[src/hdl/drive_power_state_machine_top_assert.svh]
// ----------------------------------------------------------------------------
// Drive power state machine assertion macros
// Concurrent checks for the top level; define NO_ASSERTIONS to drop them.
// ----------------------------------------------------------------------------
`ifndef DRIVE_POWER_STATE_MACHINE_TOP_ASSERT_SVH
`define DRIVE_POWER_STATE_MACHINE_TOP_ASSERT_SVH

`ifndef NO_ASSERTIONS

// Condition on this edge implies expression on this edge
`define DPSM_ASSERT_IMPLY(label, clk, rst, cond, expr) \
   label: assert property (@(posedge clk) disable iff (rst) (cond) |-> (expr)) \
      else $error("assertion failed: cond implies expr");

// Condition on this edge implies expression on the next edge
`define DPSM_ASSERT_NEXT(label, clk, rst, cond, expr) \
   label: assert property (@(posedge clk) disable iff (rst) (cond) |=> (expr)) \
      else $error("assertion failed: cond implies expr one cycle later");

`else

`define DPSM_ASSERT_IMPLY(label, clk, rst, cond, expr)
`define DPSM_ASSERT_NEXT(label, clk, rst, cond, expr)

`endif

`endif

[src/hdl/dpsm_pkg.sv]
// ----------------------------------------------------------------------------
// Drive power state machine package
// State encoding, controlword decode masks and statusword lookup.
// ----------------------------------------------------------------------------
`default_nettype none

package dpsm_pkg;

   // Drive state codes as shown on the state_code output
   typedef enum logic [2:0] {
      ST_NOT_READY = 3'd0,
      ST_DISABLED  = 3'd1,
      ST_READY     = 3'd2,
      ST_ON        = 3'd3,
      ST_ENABLED   = 3'd4,
      ST_QSTOP     = 3'd5,
      ST_REACTION  = 3'd6,
      ST_FAULT     = 3'd7
   } drive_state_type;

   // Controlword command masks and patterns
   localparam logic [15:0] CW_DIS_VOLT_MASK = 16'h0082;
   localparam logic [15:0] CW_DIS_VOLT_PAT  = 16'h0000;
   localparam logic [15:0] CW_SHUT_MASK     = 16'h0087;
   localparam logic [15:0] CW_SHUT_PAT      = 16'h0006;
   localparam logic [15:0] CW_SW_ON_MASK    = 16'h008F;
   localparam logic [15:0] CW_SW_ON_PAT     = 16'h0007;
   localparam logic [15:0] CW_EN_OP_MASK    = 16'h008F;
   localparam logic [15:0] CW_EN_OP_PAT     = 16'h000F;
   localparam logic [15:0] CW_QSTOP_MASK    = 16'h0086;
   localparam logic [15:0] CW_QSTOP_PAT     = 16'h0002;

   // Fault reset bit of the controlword
   localparam int unsigned CW_FAULT_RESET_BIT = 7;

   // Statusword encodings
   localparam logic [6:0] SW_NOT_READY = 7'h00;
   localparam logic [6:0] SW_DISABLED  = 7'h40;
   localparam logic [6:0] SW_READY     = 7'h21;
   localparam logic [6:0] SW_ON        = 7'h23;
   localparam logic [6:0] SW_ENABLED   = 7'h27;
   localparam logic [6:0] SW_QSTOP     = 7'h07;
   localparam logic [6:0] SW_REACTION  = 7'h0F;
   localparam logic [6:0] SW_FAULT     = 7'h08;

   // Map a drive state to its statusword
   function automatic logic [6:0] status_of(input drive_state_type st);
      logic [6:0] sw;
      unique case (st)
         ST_NOT_READY: sw = SW_NOT_READY;
         ST_DISABLED:  sw = SW_DISABLED;
         ST_READY:     sw = SW_READY;
         ST_ON:        sw = SW_ON;
         ST_ENABLED:   sw = SW_ENABLED;
         ST_QSTOP:     sw = SW_QSTOP;
         ST_REACTION:  sw = SW_REACTION;
         ST_FAULT:     sw = SW_FAULT;
         default:      sw = SW_NOT_READY;
      endcase
      return sw;
   endfunction

endpackage

`default_nettype wire

[src/hdl/dpsm_req_if.sv]
// ----------------------------------------------------------------------------
// Drive power state machine request channel
// Valid/ready channel carrying one controlword item per word.
// ----------------------------------------------------------------------------
`default_nettype none

interface dpsm_req_if;
   logic        valid;
   logic        ready;
   logic [15:0] control_word;
   logic        fault_report;
   logic [7:0]  operation_mode;

   modport source (output valid, output control_word, output fault_report,
                   output operation_mode, input ready);
   modport sink   (input valid, input control_word, input fault_report,
                   input operation_mode, output ready);
endinterface

`default_nettype wire

[src/hdl/dpsm_rsp_if.sv]
// ----------------------------------------------------------------------------
// Drive power state machine response channel
// Valid/ready channel carrying one statusword result per word.
// ----------------------------------------------------------------------------
`default_nettype none

interface dpsm_rsp_if;
   logic       valid;
   logic       ready;
   logic [6:0] status_word;
   logic [2:0] state_code;
   logic [7:0] shown_mode;

   modport source (output valid, output status_word, output state_code,
                   output shown_mode, input ready);
   modport sink   (input valid, input status_word, input state_code,
                   input shown_mode, output ready);
endinterface

`default_nettype wire

[src/hdl/drive_power_state_machine_top.sv]
// ----------------------------------------------------------------------------
// Drive power state machine
// Drive-side power state machine: controlword decode, fault latch and
// statusword generation.
// ----------------------------------------------------------------------------
// Usage:
//   req_chan takes one word per item: controlword, fault report bit and the
//   requested operation mode. rsp_chan returns one word per item: the
//   statusword of the new state, the state code and the displayed mode
//   (zero while the result is Fault by a held or reported fault).
//   Each word passes an input register and then a result register before
//   its result appears on rsp_chan. One item is taken every cycle while
//   rsp_chan.ready is high; the drive state updates as the item leaves the
//   input register, so the next item already sees the new state.
//   Reset (synchronous, active high) empties both registers, sets the state
//   to switch-on disabled and clears the fault latch.
//   When rsp_chan.ready is low, the result holds; the input register still
//   accepts one more word, after which req_chan.ready drops until the
//   result is taken.
// ----------------------------------------------------------------------------
`default_nettype none

`include "drive_power_state_machine_top_assert.svh"

module drive_power_state_machine_top (
   input wire logic   clock,
   input wire logic   reset,
   dpsm_req_if.sink   req_chan,
   dpsm_rsp_if.source rsp_chan
);

   // Input register
   logic        in_valid_ff;
   logic        in_valid_in;
   logic [15:0] in_cw_ff;
   logic        in_fault_ff;
   logic [7:0]  in_mode_ff;

   // Result register
   logic        out_valid_ff;
   logic        out_valid_in;
   logic [6:0]  out_status_ff;
   logic [2:0]  out_code_ff;
   logic [7:0]  out_mode_ff;

   // Drive state
   dpsm_pkg::drive_state_type drive_state_ff;
   dpsm_pkg::drive_state_type drive_state_in;
   logic                      fault_latched_ff;
   logic                      fault_latched_in;

   // Transition logic
   dpsm_pkg::drive_state_type state_pre;
   dpsm_pkg::drive_state_type state_new;
   logic                      fault_new;
   logic                      faulted;
   logic                      dis_volt;
   logic                      shut;
   logic                      sw_on;
   logic                      en_op;
   logic                      qstop;

   // Handshake
   logic out_advance;
   logic in_take;
   logic req_take;

   assign out_advance = !out_valid_ff || rsp_chan.ready;
   assign in_take     = in_valid_ff && out_advance;
   assign req_chan.ready = !in_valid_ff || out_advance;
   assign req_take    = req_chan.valid && req_chan.ready;

   // Decode controlword commands
   assign dis_volt = (in_cw_ff & dpsm_pkg::CW_DIS_VOLT_MASK) == dpsm_pkg::CW_DIS_VOLT_PAT;
   assign shut     = (in_cw_ff & dpsm_pkg::CW_SHUT_MASK) == dpsm_pkg::CW_SHUT_PAT;
   assign sw_on    = (in_cw_ff & dpsm_pkg::CW_SW_ON_MASK) == dpsm_pkg::CW_SW_ON_PAT;
   assign en_op    = (in_cw_ff & dpsm_pkg::CW_EN_OP_MASK) == dpsm_pkg::CW_EN_OP_PAT;
   assign qstop    = (in_cw_ff & dpsm_pkg::CW_QSTOP_MASK) == dpsm_pkg::CW_QSTOP_PAT;

   // Next state and fault latch
   always_comb begin
      faulted   = 1'b0;
      fault_new = fault_latched_ff;
      state_pre = drive_state_ff;

      // Fault handling takes precedence over command decode
      priority if (in_fault_ff) begin
         fault_new = 1'b1;
         state_pre = dpsm_pkg::ST_FAULT;
         faulted   = 1'b1;
      end else if (fault_latched_ff) begin
         if (in_cw_ff[dpsm_pkg::CW_FAULT_RESET_BIT]) begin
            fault_new = 1'b0;
            state_pre = dpsm_pkg::ST_DISABLED;
         end else begin
            state_pre = dpsm_pkg::ST_FAULT;
            faulted   = 1'b1;
         end
      end else begin
         state_pre = drive_state_ff;
      end

      // Prioritized command transitions
      state_new = state_pre;
      if (!faulted) begin
         priority if (dis_volt) begin
            state_new = dpsm_pkg::ST_DISABLED;
         end else if (state_pre == dpsm_pkg::ST_DISABLED && shut) begin
            state_new = dpsm_pkg::ST_READY;
         end else if (state_pre == dpsm_pkg::ST_READY && sw_on) begin
            state_new = dpsm_pkg::ST_ON;
         end else if ((state_pre == dpsm_pkg::ST_ON || state_pre == dpsm_pkg::ST_QSTOP)
                      && en_op) begin
            state_new = dpsm_pkg::ST_ENABLED;
         end else if (state_pre == dpsm_pkg::ST_ENABLED && sw_on) begin
            state_new = dpsm_pkg::ST_ON;
         end else if (state_pre == dpsm_pkg::ST_ENABLED && qstop) begin
            state_new = dpsm_pkg::ST_QSTOP;
         end else if ((state_pre == dpsm_pkg::ST_ON || state_pre == dpsm_pkg::ST_ENABLED)
                      && shut) begin
            state_new = dpsm_pkg::ST_READY;
         end else begin
            state_new = state_pre;
         end
      end

      // Commit only when the item moves on
      drive_state_in   = in_take ? state_new : drive_state_ff;
      fault_latched_in = in_take ? fault_new : fault_latched_ff;
      in_valid_in      = req_chan.ready ? req_chan.valid : in_valid_ff;
      out_valid_in     = out_advance ? in_valid_ff : out_valid_ff;
   end

   // Control registers
   always_ff @(posedge clock) begin
      if (reset) begin
         in_valid_ff      <= 1'b0;
         out_valid_ff     <= 1'b0;
         drive_state_ff   <= dpsm_pkg::ST_DISABLED;
         fault_latched_ff <= 1'b0;
      end else begin
         in_valid_ff      <= in_valid_in;
         out_valid_ff     <= out_valid_in;
         drive_state_ff   <= drive_state_in;
         fault_latched_ff <= fault_latched_in;
      end
   end

   // Capture request word
   always_ff @(posedge clock) begin
      if (req_take) begin
         in_cw_ff    <= req_chan.control_word;
         in_fault_ff <= req_chan.fault_report;
         in_mode_ff  <= req_chan.operation_mode;
      end
   end

   // Load result word
   always_ff @(posedge clock) begin
      if (in_take) begin
         out_status_ff <= dpsm_pkg::status_of(state_new);
         out_code_ff   <= 3'(state_new);
         out_mode_ff   <= faulted ? 8'd0 : in_mode_ff;
      end
   end

   assign rsp_chan.valid        = out_valid_ff;
   assign rsp_chan.status_word  = out_status_ff;
   assign rsp_chan.state_code   = out_code_ff;
   assign rsp_chan.shown_mode   = out_mode_ff;

   // Checks
   `DPSM_ASSERT_IMPLY(a_fault_latch_state, clock, reset, fault_latched_ff, drive_state_ff == dpsm_pkg::ST_FAULT)
   `DPSM_ASSERT_IMPLY(a_no_unreached_state, clock, reset, 1'b1, drive_state_ff != dpsm_pkg::ST_NOT_READY && drive_state_ff != dpsm_pkg::ST_REACTION)
   `DPSM_ASSERT_IMPLY(a_fault_mode_zero, clock, reset, out_valid_ff && out_code_ff == dpsm_pkg::ST_FAULT, out_mode_ff == 8'd0)
   `DPSM_ASSERT_NEXT(a_report_latches, clock, reset, in_take && in_fault_ff, fault_latched_ff)

endmodule

`default_nettype wire
[src/flat_wrapper.sv]
// flat-port wrapper written by rule: the top's interface ports become plain ports
module drive_power_state_machine_top_flat 
  (clock, reset, req_chan_valid, req_chan_control_word, req_chan_fault_report, req_chan_operation_mode, req_chan_ready, rsp_chan_valid, rsp_chan_status_word, rsp_chan_state_code, rsp_chan_shown_mode, rsp_chan_ready);
  dpsm_req_if req_chan_i ();
  dpsm_rsp_if rsp_chan_i ();
  input wire logic clock;
  input wire logic reset;
  input wire logic [$bits(req_chan_i.valid)-1:0] req_chan_valid;
  input wire logic [$bits(req_chan_i.control_word)-1:0] req_chan_control_word;
  input wire logic [$bits(req_chan_i.fault_report)-1:0] req_chan_fault_report;
  input wire logic [$bits(req_chan_i.operation_mode)-1:0] req_chan_operation_mode;
  output wire logic [$bits(req_chan_i.ready)-1:0] req_chan_ready;
  output wire logic [$bits(rsp_chan_i.valid)-1:0] rsp_chan_valid;
  output wire logic [$bits(rsp_chan_i.status_word)-1:0] rsp_chan_status_word;
  output wire logic [$bits(rsp_chan_i.state_code)-1:0] rsp_chan_state_code;
  output wire logic [$bits(rsp_chan_i.shown_mode)-1:0] rsp_chan_shown_mode;
  input wire logic [$bits(rsp_chan_i.ready)-1:0] rsp_chan_ready;
  assign req_chan_i.valid = req_chan_valid;
  assign req_chan_i.control_word = req_chan_control_word;
  assign req_chan_i.fault_report = req_chan_fault_report;
  assign req_chan_i.operation_mode = req_chan_operation_mode;
  assign req_chan_ready = req_chan_i.ready;
  assign rsp_chan_valid = rsp_chan_i.valid;
  assign rsp_chan_status_word = rsp_chan_i.status_word;
  assign rsp_chan_state_code = rsp_chan_i.state_code;
  assign rsp_chan_shown_mode = rsp_chan_i.shown_mode;
  assign rsp_chan_i.ready = rsp_chan_ready;
  drive_power_state_machine_top u_core (.clock(clock), .reset(reset), .req_chan(req_chan_i), .rsp_chan(rsp_chan_i));
endmodule
[config.mk]
export PLATFORM = sky130hd
export DESIGN_NAME = drive_power_state_machine_top_flat
export DESIGN_NICKNAME = d
export VERILOG_FILES = /design/src/hdl/dpsm_pkg.sv /design/src/hdl/dpsm_req_if.sv /design/src/hdl/dpsm_rsp_if.sv /design/src/hdl/drive_power_state_machine_top.sv /design/src/flat_wrapper.sv
export VERILOG_INCLUDE_DIRS = /design/src /design/src/hdl
export SDC_FILE = /design/constraint.sdc
export NUM_CORES = 1
export LEC_CHECK = 0
export ABC_CLOCK_PERIOD_IN_PS = 2700
export CAP_MARGIN = 5
export CELL_PAD_IN_SITES_DETAIL_PLACEMENT = 0
export CELL_PAD_IN_SITES_GLOBAL_PLACEMENT = 1
export CORE_MARGIN = 3
export CORE_UTILIZATION = 48
export CTS_CLUSTER_DIAMETER = 50
export DETAILED_ROUTE_END_ITERATION = 10
export DONT_BUFFER_PORTS = 1
export HOLD_SLACK_MARGIN = 0.1
export PLACE_DENSITY_LB_ADDON = 0.1
export REMOVE_ABC_BUFFERS = 1
export SKIP_LAST_GASP = 1
export SLEW_MARGIN = 20
export SYNTH_ARGS = -nofsm -noshare
export SYNTH_HDL_FRONTEND = slang
export SYNTH_SLANG_ARGS = --single-unit
export TNS_END_PERCENT = 30
[constraint.sdc]
create_clock -name clock -period 2.7 [get_ports clock]
set_clock_uncertainty 0.1 [all_clocks]
set_input_delay 0.27 -clock clock [delete_from_list [all_inputs] [get_ports clock]]
set_output_delay 0.27 -clock clock [all_outputs]
set_load 0.02 [all_outputs]
==> results.sh <==
export IMPL_ant_nets=0
export IMPL_grt_pass1_vias=1006
export IMPL_syn_inst=136
export IMPL_clk_pin_slew_ps=110
export IMPL_grt_total_usage=0.145
export IMPL_fin_setup_tns_ps=0
export IMPL_cp_num_buf_inv=0
export IMPL_fp_dieH_um=65.8
export IMPL_use_met2=0.232
export IMPL_fmaxAchievable_mhz=433
export IMPL_rsz0062_at_grt="false"
export IMPL_syn_avg_cell_area_um2=12.6
export IMPL_dp_worst_setup_slack_ps=401
export IMPL_fin_cells=202
export IMPL_drtIter0Drc=58
export IMPL_dieArea_um2=4330
export IMPL_routabilityCongestion=0.792
export IMPL_core_um2=3390
export IMPL_row_count=21
export IMPL_period_needed_ps=2310
export IMPL_drtPass1Iterations=4
export IMPL_yosys_warnings=0
export IMPL_slew_viol_final=0
export IMPL_crit_fanout=11
export IMPL_final_fill_count=263
export IMPL_slowest_stage="dfxtp_1"
export IMPL_drive_gt1_frac=0.141
export IMPL_required_ps=2700
export IMPL_nNetsFinal=184
export IMPL_antenna_cells=0
export IMPL_fin_crit_sh=0.855
export IMPL_drc_errors=0
export IMPL_grt_max_degree=26
export IMPL_dp_cells=177
export IMPL_post_dp_hpwl_um=1920
export IMPL_leakagePower_uw=0.000699
export IMPL_finalSetupViolCount=0
export IMPL_synth_area_leaders="edfxtp_1, dfxtp_1, nor2_1"
export IMPL_yosys_area_top_type="edfxtp_1"
export IMPL_viasPerCell=5.21
export IMPL_cp_end_kind="flip-flop"
export IMPL_postCtsSetupRepairBufs=0
export IMPL_ys_types=44
export IMPL_slew_headroom=0.601
export IMPL_grt_overflow_total=0
export IMPL_seq_area_frac_synth=0.612
export IMPL_timing_final_ws_setup_ps=391
export IMPL_timing_rr_start="u_core.fault_latched_ff"
export IMPL_crit_cells=6
export IMPL_numClockSinks=37
export IMPL_peakVddDrop_mv=0.396
export IMPL_worstSetupPathType="reg -> reg"
export IMPL_final_core_util=0.588
export IMPL_pin_count=49
export IMPL_cp_start_kind="flip-flop"
export IMPL_cts_tree="done"
export IMPL_grt_use_met1=0.178
export IMPL_min_from="req_chan_valid"
export IMPL_synth_top_area_frac=0.542
export IMPL_min_path_cells=1
export IMPL_synthesis_area_um2=1720
export IMPL_hold_viol=0
export IMPL_grt_antenna_before_repair=0
export IMPL_status="complete, no violations"
export IMPL_grt_pass1_wl_um=4690
export IMPL_r2r_cells=6
export IMPL_die_w_um=65.8
export IMPL_grt_most_used_layer="met2"
export IMPL_numCtsBuffers=5
export IMPL_drv_cap=0
export IMPL_multi_input_area_um2=606
export IMPL_ys_ff_latch=37
export IMPL_num_vias=1053
export IMPL_power_total_uw=1200
export IMPL_final_seq_area_um2=1050
export IMPL_wl_per_cell_um=13.8
export IMPL_worstSkewPairLatency_ps=330
export IMPL_cpLargestDelayFamily="compound AO/OA/AOI/OAI gates"
export IMPL_startpoint="u_core.fault_latched_ff"
export IMPL_critPathArrivalTime_ps=2310
export IMPL_port_buffers=0
export IMPL_start_util=0.506
export IMPL_root_buffer="clkbuf_4"
export IMPL_use_met3=0.0493
export IMPL_clockBufferDepth=2
export IMPL_area_growth_syn_to_layout_pct=16.1
export IMPL_min_delay_path_class="in -> reg"
export IMPL_critPathMaxStageDelay_ps=610
export IMPL_power_density_nw_per_um2=600
export IMPL_tightestPinTransition_ps=598
export IMPL_drt_wl_total_um=2800
export IMPL_cp_cell_sequence="and2_4 -> nor2_1 -> a311o_1 -> o31ai_4 -> nor3_1 -> a31o_1"
export IMPL_htree_levels=2
==> area by class of cell <==
cell class,count,area share
clock inverters,3,0.0207
repair buffers,19,0.0929
well taps,46,0.0289
clock buffers,5,0.0188
multi-input cells,88,0.304
inverters,4,0.00753
flip-flops and latches,37,0.527
==> cells by family after synthesis <==
group           share of synthesized area
other cells                       0.00218
flops                               0.612
simple gates                        0.217
compound gates                      0.116
buf+inv                            0.0364
mux                               0.00583
xor+xnor                           0.0102
==> path summary, 6_finish.rpt <==
kind	to	slack, ps
setup / recovery	u_core.rsp_chan.status_word[5]	390
hold / removal	u_core.in_mode_ff[3]	400
setup reg to reg	u_core.rsp_chan.status_word[5]	390
hold reg to reg	u_core.rsp_chan.shown_mode[2]	430
==> routing by layer <==
layer / routed length (um) / up-vias
met4: 40 / 0
met1: 1250 / 484
met2: 1360 / 32
met5: 0 / -
met3: 153 / 6
li1: - / 531
==> synthesized netlist by cell type, drive strengths merged <==
library cell / n
and2: 10
o31ai: 1
nor4b: 2
clkbuf: 2
nand2b: 3
nor2b: 5
a41oi: 1
a311o: 1
edfxtp: 31
nand2: 8
or4: 2
buf: 5
nand3b: 1
xnor2: 2
inv: 4
nor3: 3
o31a: 1
a311oi: 1
a22o: 1
a21oi: 7
or3: 1
nor2: 16
o21ai: 6
nor4: 1
mux2i: 1
a31o: 1
a22oi: 1
o21a: 2
nand3: 2
a211oi: 2
dfxtp: 6
o21ba: 1
and3: 2
and2b: 1
or2: 1
conb: 1
==> metrics by stage <==
stage	hold slack [ps]	cell area [um2]
global placement	239	1740
global route	424	1990
floorplan	238	1670
CTS	383	1990
detailed placement	243	1740
finish	396	1990
==> flip-flops by register name, indices dropped and copies added, names as in the netlist <==
| signal | cells |
|---|---|
| u_core.drive_state_ff | 3 |
| u_core.fault_latched_ff | 1 |
| u_core.in_cw_ff | 5 |
| u_core.in_fault_ff | 1 |
| u_core.in_mode_ff | 8 |
| u_core.in_valid_ff | 1 |
| u_core.rsp_chan.shown_mode | 8 |
| u_core.rsp_chan.state_code | 3 |
| u_core.rsp_chan.status_word | 6 |
| u_core.rsp_chan.valid | 1 |
==> layout by cell type, fill, tap and decap left out, types with 2 or more instances in the layout <==
| master | n |
|---|---|
| edfxtp_1 | 31 |
| dlygate4sd3_1 | 17 |
| nor2_1 | 16 |
| and2_1 | 9 |
| a21oi_1 | 7 |
| nand2_1 | 7 |
| dfxtp_1 | 6 |
| clkbuf_4 | 5 |
| inv_1 | 4 |
| o21ai_0 | 4 |
| nand2b_1 | 3 |
| nor2b_1 | 3 |
| nand3_1 | 2 |
| xnor2_1 | 2 |
| or4_1 | 2 |
| o21ai_1 | 2 |
| o21a_1 | 2 |
| and3_1 | 2 |
| a211oi_1 | 2 |
| nor3_1 | 2 |
| buf_4 | 2 |
==> power by group <==
| group | internal (uW) | switching, uW |
|---|---|---|
| registers | 658 | 42.2 |
| clock network | 192 | 176 |
| logic | 62.6 | 65.1 |
==> repair_timing <==
item                      in CTS  in global routing
hold endpoints to repair      20                  0
hold buffers                  17                  0
resized for setup              0                  0
No activity file was read; power rests on OpenSTA's default activity.
